## config.mk

```make
export PLATFORM = sky130hd
export DESIGN_NAME = a52_keystream_cipher_flat
export DESIGN_NICKNAME = d
export VERILOG_FILES = /design/src/rtl/a52_pkg.sv /design/src/rtl/a52_if.sv /design/src/rtl/a52_useq.sv /design/src/rtl/a52_lfsr_dp.sv /design/src/rtl/a52_keystream_cipher.sv /design/src/flat_wrapper.sv
export SDC_FILE = /design/constraint.sdc
export NUM_CORES = 1
export LEC_CHECK = 0
export ABC_AREA = 1
export BUFFER_PORTS_ARGS = -buffer_cell sky130_fd_sc_hd__buf_2
export CORE_ASPECT_RATIO = 1.75
export CORE_MARGIN = 8
export CORE_UTILIZATION = 52
export DETAILED_ROUTE_END_ITERATION = 10
export PLACE_DENSITY = 0.81
export SKIP_LAST_GASP = 1
export SLEW_MARGIN = 10
export SYNTH_ARGS = -nofsm -noshare
export SYNTH_HDL_FRONTEND = slang
export SYNTH_SLANG_ARGS = --single-unit
```

## constraint.sdc

```tcl
create_clock -name clk_i -period 15.74 [get_ports clk_i]
set_input_delay 0.787 -clock clk_i [delete_from_list [all_inputs] [get_ports clk_i]]
set_output_delay 0.787 -clock clk_i [all_outputs]
set_load 0.01 [all_outputs]
```

## src/rtl/a52_pkg.sv

```systemverilog
// Package: shared types, constants and the microcode program of the A5/2 keystream cipher.
`timescale 1ns / 1ps

package a52_pkg;

  // Datapath operations selected by one control word
  typedef enum logic [2:0] {
    DP_NOP,
    DP_CLEAR,
    DP_KEY,
    DP_FRAME,
    DP_MIX,
    DP_BIT
  } dp_op_e;

  // Sequencer branch conditions
  typedef enum logic [2:0] {
    SQ_DISPATCH,
    SQ_NEXT,
    SQ_LOOP,
    SQ_JUMP,
    SQ_PUSH
  } sq_cond_e;

  localparam int unsigned STEP_W = 3;
  localparam int unsigned CNT_W  = 7;

  typedef logic [STEP_W-1:0] step_t;
  typedef logic [CNT_W-1:0]  cnt_t;

  // One microcode word
  typedef struct packed {
    dp_op_e   op;
    sq_cond_e cond;
    step_t    target;
    cnt_t     cnt_val;
  } ucode_t;

  // Sequencer to datapath control
  typedef struct packed {
    dp_op_e op;
    logic   last;   // final pass of the current loop
    logic   load;   // request item accepted this cycle
  } dp_ctrl_t;

  // Loop lengths
  localparam int unsigned KEY_BITS   = 64;
  localparam int unsigned FRAME_BITS = 22;
  localparam int unsigned MIX_CLOCKS = 100;
  localparam int unsigned BYTE_BITS  = 8;

  // Program addresses
  localparam step_t STEP_IDLE    = 3'd0;
  localparam step_t STEP_CLEAR   = 3'd1;
  localparam step_t STEP_KEY     = 3'd2;
  localparam step_t STEP_FRAME   = 3'd3;
  localparam step_t STEP_MIX     = 3'd4;
  localparam step_t STEP_DISCARD = 3'd5;
  localparam step_t STEP_BYTE    = 3'd6;
  localparam step_t STEP_EMIT    = 3'd7;

  // LFSR feedback taps
  localparam logic [18:0] R1_TAPS = 19'h72000;
  localparam logic [21:0] R2_TAPS = 22'h300000;
  localparam logic [22:0] R3_TAPS = 23'h700080;
  localparam logic [16:0] R4_TAPS = 17'h10800;

  // Bits set by the last frame clock
  localparam logic [18:0] R1_FORCE = 19'h08000;
  localparam logic [21:0] R2_FORCE = 22'h010000;
  localparam logic [22:0] R3_FORCE = 23'h040000;
  localparam logic [16:0] R4_FORCE = 17'h00400;

  // Clock-control taps in R4
  localparam int unsigned R4_SEL1 = 10;
  localparam int unsigned R4_SEL2 = 3;
  localparam int unsigned R4_SEL3 = 7;

  function automatic logic maj3(input logic a, input logic b, input logic c);
    return (a & b) | (a & c) | (b & c);
  endfunction

  // Microcode program
  function automatic ucode_t ucode_rom(input step_t step);
    ucode_t w;
    w = '{op: DP_NOP, cond: SQ_JUMP, target: STEP_IDLE, cnt_val: '0};
    case (step)
      STEP_IDLE: begin
        w = '{op: DP_NOP, cond: SQ_DISPATCH, target: STEP_BYTE,
              cnt_val: cnt_t'(BYTE_BITS - 1)};
      end
      STEP_CLEAR: begin
        w = '{op: DP_CLEAR, cond: SQ_NEXT, target: STEP_KEY,
              cnt_val: cnt_t'(KEY_BITS - 1)};
      end
      STEP_KEY: begin
        w = '{op: DP_KEY, cond: SQ_LOOP, target: STEP_KEY,
              cnt_val: cnt_t'(FRAME_BITS - 1)};
      end
      STEP_FRAME: begin
        w = '{op: DP_FRAME, cond: SQ_LOOP, target: STEP_FRAME,
              cnt_val: cnt_t'(MIX_CLOCKS - 1)};
      end
      STEP_MIX: begin
        w = '{op: DP_MIX, cond: SQ_LOOP, target: STEP_MIX, cnt_val: '0};
      end
      STEP_DISCARD: begin
        w = '{op: DP_BIT, cond: SQ_JUMP, target: STEP_IDLE, cnt_val: '0};
      end
      STEP_BYTE: begin
        w = '{op: DP_BIT, cond: SQ_LOOP, target: STEP_BYTE, cnt_val: '0};
      end
      STEP_EMIT: begin
        w = '{op: DP_NOP, cond: SQ_PUSH, target: STEP_IDLE, cnt_val: '0};
      end
      default: begin
        w = '{op: DP_NOP, cond: SQ_JUMP, target: STEP_IDLE, cnt_val: '0};
      end
    endcase
    return w;
  endfunction

endpackage

```

## src/rtl/a52_if.sv

```systemverilog
// Interfaces: request, result and key-write channels of the A5/2 keystream cipher.
`timescale 1ns / 1ps

interface a52_req_if;
  logic        valid;
  logic        ready;
  logic        req_type;
  logic [21:0] frame_number;
  logic [7:0]  data_byte;

  modport source (output valid, output req_type, output frame_number, output data_byte,
                  input ready);
  modport sink   (input valid, input req_type, input frame_number, input data_byte,
                  output ready);
endinterface

interface a52_rsp_if;
  logic       valid;
  logic       ready;
  logic [7:0] out_byte;

  modport source (output valid, output out_byte, input ready);
  modport sink   (input valid, input out_byte, output ready);
endinterface

interface a52_cfg_if;
  logic        valid;
  logic        ready;
  logic [63:0] session_key;

  modport source (output valid, output session_key, input ready);
  modport sink   (input valid, input session_key, output ready);
endinterface

```

## src/rtl/a52_useq.sv

```systemverilog
// Microcode sequencer: step counter, loop counter and branch logic over the program table.
`timescale 1ns / 1ps

module a52_useq
  import a52_pkg::*;
(
  input  logic     clk_i,
  input  logic     rst_ni,
  input  logic     req_valid_i,
  input  logic     req_init_i,
  input  logic     out_free_i,
  output logic     req_ready_o,
  output logic     push_o,
  output dp_ctrl_t ctrl_o
);

  step_t  pc_q, pc_d;
  cnt_t   cnt_q, cnt_d;
  ucode_t cw;
  logic   fire;

  assign cw          = ucode_rom(pc_q);
  assign req_ready_o = (cw.cond == SQ_DISPATCH);
  assign fire        = req_valid_i && req_ready_o;

  // Control outputs of the current word
  assign ctrl_o.op   = cw.op;
  assign ctrl_o.last = (cnt_q == '0);
  assign ctrl_o.load = fire;
  assign push_o      = (cw.cond == SQ_PUSH) && out_free_i;

  // Next step and loop count
  always_comb begin
    pc_d  = pc_q;
    cnt_d = cnt_q;
    case (cw.cond)
      SQ_DISPATCH: begin
        cnt_d = cw.cnt_val;
        if (fire) begin
          pc_d = req_init_i ? STEP_CLEAR : cw.target;
        end
      end
      SQ_NEXT: begin
        cnt_d = cw.cnt_val;
        pc_d  = pc_q + step_t'(1);
      end
      SQ_LOOP: begin
        if (cnt_q != '0) begin
          cnt_d = cnt_q - cnt_t'(1);
          pc_d  = cw.target;
        end else begin
          cnt_d = cw.cnt_val;
          pc_d  = pc_q + step_t'(1);
        end
      end
      SQ_JUMP: begin
        pc_d = cw.target;
      end
      SQ_PUSH: begin
        if (out_free_i) begin
          pc_d = cw.target;
        end
      end
      default: begin
        pc_d = STEP_IDLE;
      end
    endcase
  end

  always_ff @(posedge clk_i or negedge rst_ni) begin
    if (!rst_ni) begin
      pc_q  <= STEP_IDLE;
      cnt_q <= '0;
    end else begin
      pc_q  <= pc_d;
      cnt_q <= cnt_d;
    end
  end

endmodule

```

## src/rtl/a52_lfsr_dp.sv

```systemverilog
// Datapath: the four LFSRs, delayed output bit, key and frame shifters and the byte register.
`timescale 1ns / 1ps

module a52_lfsr_dp
  import a52_pkg::*;
(
  input  logic        clk_i,
  input  logic        rst_ni,
  input  dp_ctrl_t    ctrl_i,
  input  logic [63:0] key_i,
  input  logic [21:0] frame_i,
  input  logic [7:0]  data_i,
  output logic [7:0]  byte_o
);

  logic [18:0] r1_q, r1_d, r1_sh;
  logic [21:0] r2_q, r2_d, r2_sh;
  logic [22:0] r3_q, r3_d, r3_sh;
  logic [16:0] r4_q, r4_d, r4_sh;
  logic        dly_q, dly_d;
  logic [63:0] key_sh_q, key_sh_d;
  logic [21:0] frm_sh_q, frm_sh_d;
  logic [7:0]  byte_q, byte_d;
  logic        c1, c2, c3, m;
  logic        frc, xb, ks;
  logic        m1, m2, m3;

  // One shift of each register with its feedback
  assign r1_sh = {r1_q[17:0], ^(r1_q & R1_TAPS)};
  assign r2_sh = {r2_q[20:0], ^(r2_q & R2_TAPS)};
  assign r3_sh = {r3_q[21:0], ^(r3_q & R3_TAPS)};
  assign r4_sh = {r4_q[15:0], ^(r4_q & R4_TAPS)};

  // Majority clock control from R4
  assign c1 = r4_q[R4_SEL1];
  assign c2 = r4_q[R4_SEL2];
  assign c3 = r4_q[R4_SEL3];
  assign m  = maj3(c1, c2, c3);

  // Forced-clock extras: force bits on the last frame clock, loaded bit
  assign frc = (ctrl_i.op == DP_FRAME) && ctrl_i.last;
  assign xb  = (ctrl_i.op == DP_KEY) ? key_sh_q[0] : frm_sh_q[0];

  // Next delayed bit
  assign m1 = maj3(r1_q[15], ~r1_q[14], r1_q[12]);
  assign m2 = maj3(~r2_q[16], r2_q[13], r2_q[9]);
  assign m3 = maj3(r3_q[18], r3_q[16], ~r3_q[13]);
  assign ks = dly_q;

  always_comb begin
    r1_d     = r1_q;
    r2_d     = r2_q;
    r3_d     = r3_q;
    r4_d     = r4_q;
    dly_d    = dly_q;
    key_sh_d = key_sh_q;
    frm_sh_d = ctrl_i.load ? frame_i : frm_sh_q;
    byte_d   = ctrl_i.load ? data_i : byte_q;
    case (ctrl_i.op)
      DP_CLEAR: begin
        r1_d     = '0;
        r2_d     = '0;
        r3_d     = '0;
        r4_d     = '0;
        dly_d    = 1'b0;
        key_sh_d = key_i;
      end
      DP_KEY, DP_FRAME: begin
        r1_d = (r1_sh | (R1_FORCE & {19{frc}})) ^ {18'b0, xb};
        r2_d = (r2_sh | (R2_FORCE & {22{frc}})) ^ {21'b0, xb};
        r3_d = (r3_sh | (R3_FORCE & {23{frc}})) ^ {22'b0, xb};
        r4_d = (r4_sh | (R4_FORCE & {17{frc}})) ^ {16'b0, xb};
        if (ctrl_i.op == DP_KEY) begin
          key_sh_d = {1'b0, key_sh_q[63:1]};
        end else begin
          frm_sh_d = {1'b0, frm_sh_q[21:1]};
        end
      end
      DP_MIX, DP_BIT: begin
        if (c1 == m) r1_d = r1_sh;
        if (c2 == m) r2_d = r2_sh;
        if (c3 == m) r3_d = r3_sh;
        r4_d = r4_sh;
        if (ctrl_i.op == DP_BIT) begin
          dly_d  = r1_q[18] ^ r2_q[21] ^ r3_q[22] ^ m1 ^ m2 ^ m3;
          // MSB first: rotate left, XOR keystream into the incoming bit
          byte_d = {byte_q[6:0], byte_q[7] ^ ks};
        end
      end
      default: begin
      end
    endcase
  end

  // Generator state
  always_ff @(posedge clk_i or negedge rst_ni) begin
    if (!rst_ni) begin
      r1_q  <= '0;
      r2_q  <= '0;
      r3_q  <= '0;
      r4_q  <= '0;
      dly_q <= 1'b0;
    end else begin
      r1_q  <= r1_d;
      r2_q  <= r2_d;
      r3_q  <= r3_d;
      r4_q  <= r4_d;
      dly_q <= dly_d;
    end
  end

  // Payload shifters
  always_ff @(posedge clk_i) begin
    key_sh_q <= key_sh_d;
    frm_sh_q <= frm_sh_d;
    byte_q   <= byte_d;
  end

  assign byte_o = byte_q;

endmodule

```

## src/rtl/a52_keystream_cipher.sv

```systemverilog
// Top level: A5/2 keystream cipher with request, result and key-write channels.
`timescale 1ns / 1ps

// Usage:
//   cfg_i  - write the 64-bit session key (byte 0 in the low bits, used LSB
//            first). Always ready; write only while the block is idle. The key
//            is used at the next init item.
//   req_i  - one item per handshake. req_type 0: init with frame_number, no
//            result. req_type 1: XOR data_byte with the next eight keystream
//            bits, one result on rsp_o.
//   rsp_o  - out_byte, first keystream bit in the MSB.
// Timing: the microcode program runs one generator clock per cycle on its
//   key, frame, mixing and keystream steps. Data item: dispatch, 8 keystream
//   steps and the hand-off step, which pushes the result to rsp_o.
//   Init item: clear, 64 key clocks, 22 frame clocks, 100 mixing clocks and
//   one discarded bit, then back to the idle step.
// req_i.ready is high only on the program's idle step.
// Reset clears the key and all generator state; the program restarts at idle.
// A result held on a stalled rsp_o does not block a new item from being
// accepted; the program waits on its hand-off step only if the output
// register is still full when the next byte is done.

module a52_keystream_cipher
  import a52_pkg::*;
(
  input  logic    clk_i,
  input  logic    rst_ni,
  a52_cfg_if.sink   cfg_i,
  a52_req_if.sink   req_i,
  a52_rsp_if.source rsp_o
);

  logic [63:0] key_q;
  logic        out_valid_q;
  logic [7:0]  out_byte_q;
  logic [7:0]  dp_byte;
  logic        out_free;
  logic        push;
  dp_ctrl_t    ctrl;

  // Key register
  assign cfg_i.ready = 1'b1;

  always_ff @(posedge clk_i or negedge rst_ni) begin
    if (!rst_ni) begin
      key_q <= '0;
    end else if (cfg_i.valid) begin
      key_q <= cfg_i.session_key;
    end
  end

  a52_useq u_useq (
    .clk_i       (clk_i),
    .rst_ni      (rst_ni),
    .req_valid_i (req_i.valid),
    .req_init_i  (!req_i.req_type),
    .out_free_i  (out_free),
    .req_ready_o (req_i.ready),
    .push_o      (push),
    .ctrl_o      (ctrl)
  );

  a52_lfsr_dp u_dp (
    .clk_i   (clk_i),
    .rst_ni  (rst_ni),
    .ctrl_i  (ctrl),
    .key_i   (key_q),
    .frame_i (req_i.frame_number),
    .data_i  (req_i.data_byte),
    .byte_o  (dp_byte)
  );

  // Output register
  assign out_free = !out_valid_q || rsp_o.ready;

  always_ff @(posedge clk_i or negedge rst_ni) begin
    if (!rst_ni) begin
      out_valid_q <= 1'b0;
    end else if (push) begin
      out_valid_q <= 1'b1;
    end else if (rsp_o.ready) begin
      out_valid_q <= 1'b0;
    end
  end

  always_ff @(posedge clk_i) begin
    if (push) begin
      out_byte_q <= dp_byte;
    end
  end

  assign rsp_o.valid    = out_valid_q;
  assign rsp_o.out_byte = out_byte_q;

endmodule

```

## src/flat_wrapper.sv

```systemverilog
// flat-port wrapper written by rule: the top's interface ports become plain ports
module a52_keystream_cipher_flat import a52_pkg::*;
  (clk_i, rst_ni, cfg_i_valid, cfg_i_session_key, cfg_i_ready, req_i_valid, req_i_req_type, req_i_frame_number, req_i_data_byte, req_i_ready, rsp_o_valid, rsp_o_out_byte, rsp_o_ready);
  a52_cfg_if cfg_i_i ();
  a52_req_if req_i_i ();
  a52_rsp_if rsp_o_i ();
  input  logic clk_i;
  input  logic rst_ni;
  input wire logic [$bits(cfg_i_i.valid)-1:0] cfg_i_valid;
  input wire logic [$bits(cfg_i_i.session_key)-1:0] cfg_i_session_key;
  output wire logic [$bits(cfg_i_i.ready)-1:0] cfg_i_ready;
  input wire logic [$bits(req_i_i.valid)-1:0] req_i_valid;
  input wire logic [$bits(req_i_i.req_type)-1:0] req_i_req_type;
  input wire logic [$bits(req_i_i.frame_number)-1:0] req_i_frame_number;
  input wire logic [$bits(req_i_i.data_byte)-1:0] req_i_data_byte;
  output wire logic [$bits(req_i_i.ready)-1:0] req_i_ready;
  output wire logic [$bits(rsp_o_i.valid)-1:0] rsp_o_valid;
  output wire logic [$bits(rsp_o_i.out_byte)-1:0] rsp_o_out_byte;
  input wire logic [$bits(rsp_o_i.ready)-1:0] rsp_o_ready;
  assign cfg_i_i.valid = cfg_i_valid;
  assign cfg_i_i.session_key = cfg_i_session_key;
  assign cfg_i_ready = cfg_i_i.ready;
  assign req_i_i.valid = req_i_valid;
  assign req_i_i.req_type = req_i_req_type;
  assign req_i_i.frame_number = req_i_frame_number;
  assign req_i_i.data_byte = req_i_data_byte;
  assign req_i_ready = req_i_i.ready;
  assign rsp_o_valid = rsp_o_i.valid;
  assign rsp_o_out_byte = rsp_o_i.out_byte;
  assign rsp_o_i.ready = rsp_o_ready;
  a52_keystream_cipher u_core (.clk_i(clk_i), .rst_ni(rst_ni), .cfg_i(cfg_i_i), .req_i(req_i_i), .rsp_o(rsp_o_i));
endmodule
```

==> run_results.csv, run 1 <==
group,metric,value,unit
place,hpwl,14100,µm
global_route,grt_overflow,0,
clock_network,post-cts-setup-buffers,0,
sta,finClkSkew,8.26,ps
yosys,synth_ff_type,"dfrtp_1",
clock_network,hold_buffers,0,
sta,relSlewSlack,26.3,%
worst_setup_path,path_buf_inv,2,
clock_network,cts_tree,"yes",
place,gp_congestion,0.881,
worst_setup_path,crit_type,"reg -> reg",
pwr,power,2.52,mW
worst_setup_path,reg2reg_slack,12820,ps
final_layout,finalNetCount,1386,
die,rows,70,
pwr,power_density,203,nW/µm²
clock_network,clkLatencyLatePin,510,ps
final_layout,final_core_util,59.5,%
worst_setup_path,worst_path_max_delay_cell,"buf_4",
yosys,synth_fp_nets,1306,
yosys,synth_top_area_share,35.6,%
clock_network,clock_sink_count,259,
sta,worstMarginPinSlew,1110,ps
route,wl_per_cell,13.9,µm
clock_network,cts_buffers,23,
worst_setup_path,start_kind,"flip-flop",
worst_setup_path,rr_endpoint,"u_core.u_dp.key_sh_q[34]",
status,run_status,"complete, no violations",
global_route,antenna_found_initial,0,
final_layout,area_delta_synth_final,12.5,%
clock_network,postCtsResizedCells,0,
clock_network,clk_pin_slew_worst_paths,60,ps
global_route,grt_max_degree,130,
worst_setup_path,path_delay_family,"buffers and inverters",
die,core,20800,µm²
worst_setup_path,rr_startpoint,"u_core.u_useq.pc_q[2]",
final_layout,n_antenna_cell,0,
yosys,yosysWarnings,0,
clock_network,ctsRootBufferMaster,"clkbuf_16",
clock_network,htree_levels,1,
place,dpl-instance-area,11600,µm²
worst_setup_path,cp_cell_sequence,"nor2_8, buf_4, nand2_2, o21ai_4, buf_4",
die,die_y,209,µm
global_route,grt_pass1_vias,8333,
worst_hold_path,min_path_type,"in -> async",
place,dp.cells,1504,
worst_setup_path,cp_slowest_stage_delay,800,ps
global_route,grtUsageTotal,16.5,%
yosys,async_flop_share,60.6,%
global_route,grt_pass1_wl,37300,µm
sta,timing.fmax,342,MHz
route,num_vias,8077,
yosys,synth_edf_count,72,
final_layout,layout.cells.non_filler,1545,
yosys,netlist_area,11000,µm²
place,port_buffers,109,
worst_setup_path,required,15870,ps
sta,finalCritPeriodShare,18.6,%
die,die_w,126,µm
yosys,synth_cell_type_count,37,
yosys,avgSynthCellArea,9.21,µm²
sta,finalMaxSlewViolations,0,
worst_setup_path,cp.arrival,3050,ps
route,finalWirelength,21500,µm
route,drc,0,
final_layout,drive_above_1_share,14.1,%
sta,hold_viol_final,0,
route,first_pass_iters,6,
die,start_util,52.9,%
pwr,ir_drop,0.125,mV
die,ioPinCount,111,
final_layout,design_area,12400,µm²
sta,rsz0062_at_grt,"no",
route,first_iter_violations,364,
worst_setup_path,path_common_cell,"buf_4",
clock_network,cts_max_path_buffers,3,
sta,tns,0,ps
yosys,synth_largest_area_cell,"dfrtp_1",
route,vias_per_cell,5.23,
sta,post-route-min-period,2920,ps
yosys,syn_inst,1197,
yosys,synthTopCellsByArea,"dfrtp_1, edfxtp_1, nand2_1",
route,ant_nets,0,
pwr,power.leakage,5.82,nW
die,dieArea,26300,µm²
flow_run,cap_violations,0,
sta,setup_viol,0,
worst_setup_path,r2r_cells,5,
worst_setup_path,path_depth,5,
yosys,yosysSeqAreaShare,60.7,%
worst_setup_path,worst_setup_path_end_kind,"flip-flop",
yosys,ys_seq_elements,259,
worst_setup_path,path_max_fanout,129,
## how the worst max path moves through the flow
stage,startpoint,endpoint
2_1_floorplan,u_core.u_useq.pc_q[0],u_core.u_dp.key_sh_q[0]
3_3_place_gp,u_core.u_useq.pc_q[2],u_core.u_dp.key_sh_q[26]
3_5_place_dp,u_core.u_useq.pc_q[2],u_core.u_dp.key_sh_q[26]
4_1_cts,u_core.u_useq.pc_q[2],u_core.u_dp.key_sh_q[32]
5_1_grt,u_core.u_useq.pc_q[2],u_core.u_dp.key_sh_q[32]
6_report,u_core.u_useq.pc_q[2],u_core.u_dp.key_sh_q[34]
## Yosys cell counts, types with 3 or more instances
master / instances
nand2_4: 3
o22ai_1: 26
buf_6: 4
edfxtp_1: 72
buf_4: 6
xor2_1: 7
nor2_2: 3
nand3b_1: 3
nor2_8: 3
o21ai_1: 49
dfrtp_1: 157
nand3_1: 70
nand2_2: 5
o211ai_1: 8
a21oi_1: 6
nor2_1: 55
or2_2: 3
o21ai_0: 156
buf_2: 19
buf_1: 3
xnor2_1: 3
nand2_1: 329
inv_2: 13
clkbuf_1: 25
inv_1: 119
ha_1: 9
dfxtp_1: 30
## flip-flops by register name, indices dropped and copies added, names as in the netlist
name / flops
u_core.u_dp.key_sh_q: 64
u_core.u_dp.dly_q: 1
u_core.u_dp.byte_o: 8
u_core.rsp_o.valid: 1
u_core.u_dp.r3_q: 23
u_core.u_dp.frm_sh_q: 22
u_core.rsp_o.out_byte: 8
u_core.key_q: 64
u_core.u_useq.cnt_q: 7
u_core.u_dp.r2_q: 22
u_core.u_useq.pc_q: 3
u_core.u_dp.r1_q: 19
u_core.u_dp.r4_q: 17
## layout by cell type (no fill, tap or decap), drive strengths merged
| cell type | synthesis | final |
|---|---|---|
| nand2 | 337 | 337 |
| o21ai | 207 | 207 |
| dfrtp | 157 | 157 |
| inv | 133 | 133 |
| buf | 32 | 112 |
| edfxtp | 72 | 72 |
| nand3 | 71 | 71 |
| nor2 | 62 | 62 |
| clkbuf | 25 | 32 |
| dfxtp | 30 | 30 |
| o22ai | 27 | 27 |
| ha | 9 | 9 |
| o211ai | 8 | 8 |
| xor2 | 7 | 7 |
| a21oi | 6 | 6 |
| bufinv | 0 | 4 |
| clkinv | 0 | 4 |
| or2 | 3 | 3 |
| nand3b | 3 | 3 |
| xnor2 | 3 | 3 |
| nand4 | 1 | 1 |
| nor4 | 1 | 1 |
| o21bai | 1 | 1 |
| o221ai | 1 | 1 |
| conb | 1 | 1 |
| clkinvlp | 0 | 1 |
## metrics by stage
stage / hold slack (ps) / setup slack, ps
2_1_floorplan: 425 / 9440
3_3_place_gp: 441 / 12810
3_5_place_dp: 439 / 12750
4_1_cts: 401 / 12740
5_1_grt: 447 / 12560
6_report: 325 / 12820
## kinds of logic after synthesis
family / share of synthesized area (%)
buffers and inverters: 7.18
AND/OR/NAND/NOR: 18.3
XOR/XNOR: 0.794
other: 0.0340
flip-flops: 60.7
adder cells (fa/ha/maj): 1.02
AO/OA/AOI/OAI: 12.0
## metal layers
layer	up-vias	wire length (µm)	GRT usage, %
li1	4031	-	-
met3	46	1080	2.96
met5	-	0	0
met1	3797	9020	19.7
met4	0	624	6.47
met2	203	10800	28.8
## power breakdown
part	switching (mW)	total (mW)	leakage [nW]	internal, mW
logic	0.599	0.848	2.47	0.249
clock network	0.234	0.575	0.368	0.340
registers	0.108	1.10	2.99	0.989
total	0.942	2.52	5.82	1.58
## cell type report
class | count | area [µm²]
Clock buffer | 32 | 619
Sequential cell | 259 | 6690
Fill cell | 1716 | 8440
Clock inverter | 9 | 145
Inverter | 133 | 502
Tap cell | 252 | 315
Multi-Input combinational cell | 748 | 3560
Timing Repair Buffer | 112 | 577
No activity file was read; power rests on OpenSTA's default activity.
==> run 2: changes to the inputs <==
Clock period 15.74 ns to 2.9 ns, I/O delays scaled along.
==> run 2 against run 1 <==
- design area rose by 9.0%
- wire length is 18% higher
- via count is 9.4% higher
- register-to-register slack lost 12000 ps
- die area unchanged
- hold slack worse by 140 ps
- total power rose to 5.6 times the previous value
- global-route usage is 3.0 points higher
- sequential cell count stayed put
- non-clock buffer count is 107 higher
- largest cell class unchanged
==> run_results.csv, run 2 (synthesis results as in run 1) <==
group,metric,value,unit
clock_network,postCtsResizedCells,0,
route,finalWirelength,25400,µm
worst_setup_path,cp.arrival,2820,ps
die,rows,70,
clock_network,clock_sink_count,259,
sta,hold_viol_final,0,
sta,hold_ws,181,ps
route,num_vias,8836,
place,gp_congestion,0.953,
worst_setup_path,cp_cell_sequence,"ha_1, ha_1, inv_1, nand4_2, nor2_1, buf_4, nor2_1, o21ai_1",
die,die_w,126,µm
clock_network,cts_buffers,24,
clock_network,clkLatencyLatePin,520,ps
clock_network,hold_buffers,97,
sta,setup_viol,0,
worst_setup_path,worst_setup_path_end_kind,"flip-flop",
worst_setup_path,path_max_fanout,22,
final_layout,design_area,13500,µm²
clock_network,cts_max_path_buffers,3,
worst_setup_path,required,3340,ps
pwr,pwr-share-seq,42.1,%
route,wl_per_cell,15.3,µm
pwr,power_density,1050,nW/µm²
global_route,grt_pass1_wl,43200,µm
final_layout,area_delta_synth_final,22.7,%
worst_setup_path,crit_type,"reg -> reg",
clock_network,post-cts-setup-buffers,0,
worst_setup_path,path_delay_family,"simple AND/OR/NAND/NOR gates",
sta,finClkSkew,17.9,ps
sta,tns,0,ps
final_layout,layout_commonest_cell,"nand2_1",
sta,timing.fmax,420,MHz
worst_setup_path,worst_path_max_delay_cell,"dfrtp_1",
global_route,grt_max_degree,129,
pwr,power.leakage,6.32,nW
global_route,grtUsageTotal,19.5,%
place,dpl-instance-area,11700,µm²
route,first_pass_iters,5,
sta,finalCritPeriodShare,82.2,%
place,hpwl,14500,µm
die,core,20800,µm²
flow_run,cap_violations,0,
worst_hold_path,min_path_type,"in -> reg",
sta,post-route-min-period,2380,ps
die,die_y,209,µm
worst_setup_path,path_buf_inv,2,
final_layout,final_cell_mix,"nand2_1, dfrtp_1, o21ai_0",
route,drc,0,
final_layout,final_core_util,64.9,%
status,run_status,"complete, no violations",
sta,relSlewSlack,30.7,%
worst_setup_path,start_kind,"flip-flop",
route,vias_per_cell,5.34,
route,ant_nets,0,
worst_setup_path,cp_slowest_stage_delay,510,ps
clock_network,cts_tree,"yes",
clock_network,htree_levels,1,
sta,rsz0062_at_grt,"no",
global_route,grt_pass1_vias,9231,
pwr,switching_share,37.6,%
pwr,ir_drop,0.873,mV
global_route,grt_overflow,0,
sta,worstMarginPinSlew,1040,ps
route,first_iter_violations,522,
clock_network,ctsRootBufferMaster,"clkbuf_16",
die,ioPinCount,111,
global_route,antenna_found_initial,0,
place,port_buffers,109,
pwr,pwr-share-comb,35.0,%
sta,finalMaxSlewViolations,0,
final_layout,reg_top3,"u_core.key_q: 64 flops, u_core.u_dp.key_sh_q: 64 flops, u_core.u_dp.r3_q: 23 flops",
final_layout,drive_above_1_share,14.0,%
final_layout,n_antenna_cell,0,
pwr,clock_power_share,23.0,%
pwr,p_switching,5.35,mW
final_layout,finalNetCount,1494,
pwr,p_int,8.86,mW
die,start_util,52.9,%
clock_network,clk_pin_slew_worst_paths,70,ps
die,dieArea,26300,µm²
## run 2: worst min-delay path, cell delays in order
cell and delay, ps:
buf_2 130, nand2_1 60, nor2_1 90, nor2_1 50
nand3_1 70, nand2_1 60, nand2_1 60
## run 2: final timing paths
kind / cells past startpoint / from / slack, ps / to
max in group asynchronous: 3 / rst_ni / 1760 / u_core.u_dp.r3_q[2]
max reg2reg: 8 / u_core.u_useq.pc_q[0] / 520 / u_core.u_dp.frm_sh_q[18]
min reg2reg: 2 / u_core.u_dp.frm_sh_q[4] / 460 / u_core.u_dp.frm_sh_q[3]
min in group asynchronous: 2 / rst_ni / 190 / u_core.key_q[27]
max: 8 / u_core.u_useq.pc_q[0] / 520 / u_core.u_dp.frm_sh_q[18]
min: 7 / req_i_req_type / 180 / u_core.u_useq.pc_q[1]
## run 2: metal layers
| layer | wire length [µm] | global-route usage (%) |
|---|---|---|
| met5 | 0 | 0 |
| met4 | 750 | 7.59 |
| met3 | 1540 | 3.52 |
| met2 | 13400 | 34.9 |
| met1 | 9740 | 22.4 |
## run 2: power by group through the flow
stage	registers (mW)	clock network (mW)	logic (mW)
floorplan	5.84	0	3.83
global placement	5.96	0	4.64
detailed placement	6.00	0	4.80
CTS	5.95	3.30	4.94
global route	6.10	3.45	5.63
finish	5.97	3.26	4.97
## run 2: per-stage QoR
stage / setup slack [ps] / cells / power [mW]
6_report: 517 / 1655 / 14.2
4_1_cts: 545 / 1655 / 14.2
2_1_floorplan: 191 / 1197 / 9.67
5_1_grt: 360 / 1655 / 15.2
3_3_place_gp: 707 / 1514 / 10.6
3_5_place_dp: 612 / 1514 / 10.8
## run 2: final cells by class
class | count | area, µm²
fill | 1523 | 7320
sequential | 259 | 6690
multi-input combinational | 748 | 3560
timing repair buffer | 219 | 1650
clock buffer | 33 | 686
inverter | 133 | 502
tap | 252 | 315
clock inverter | 11 | 130
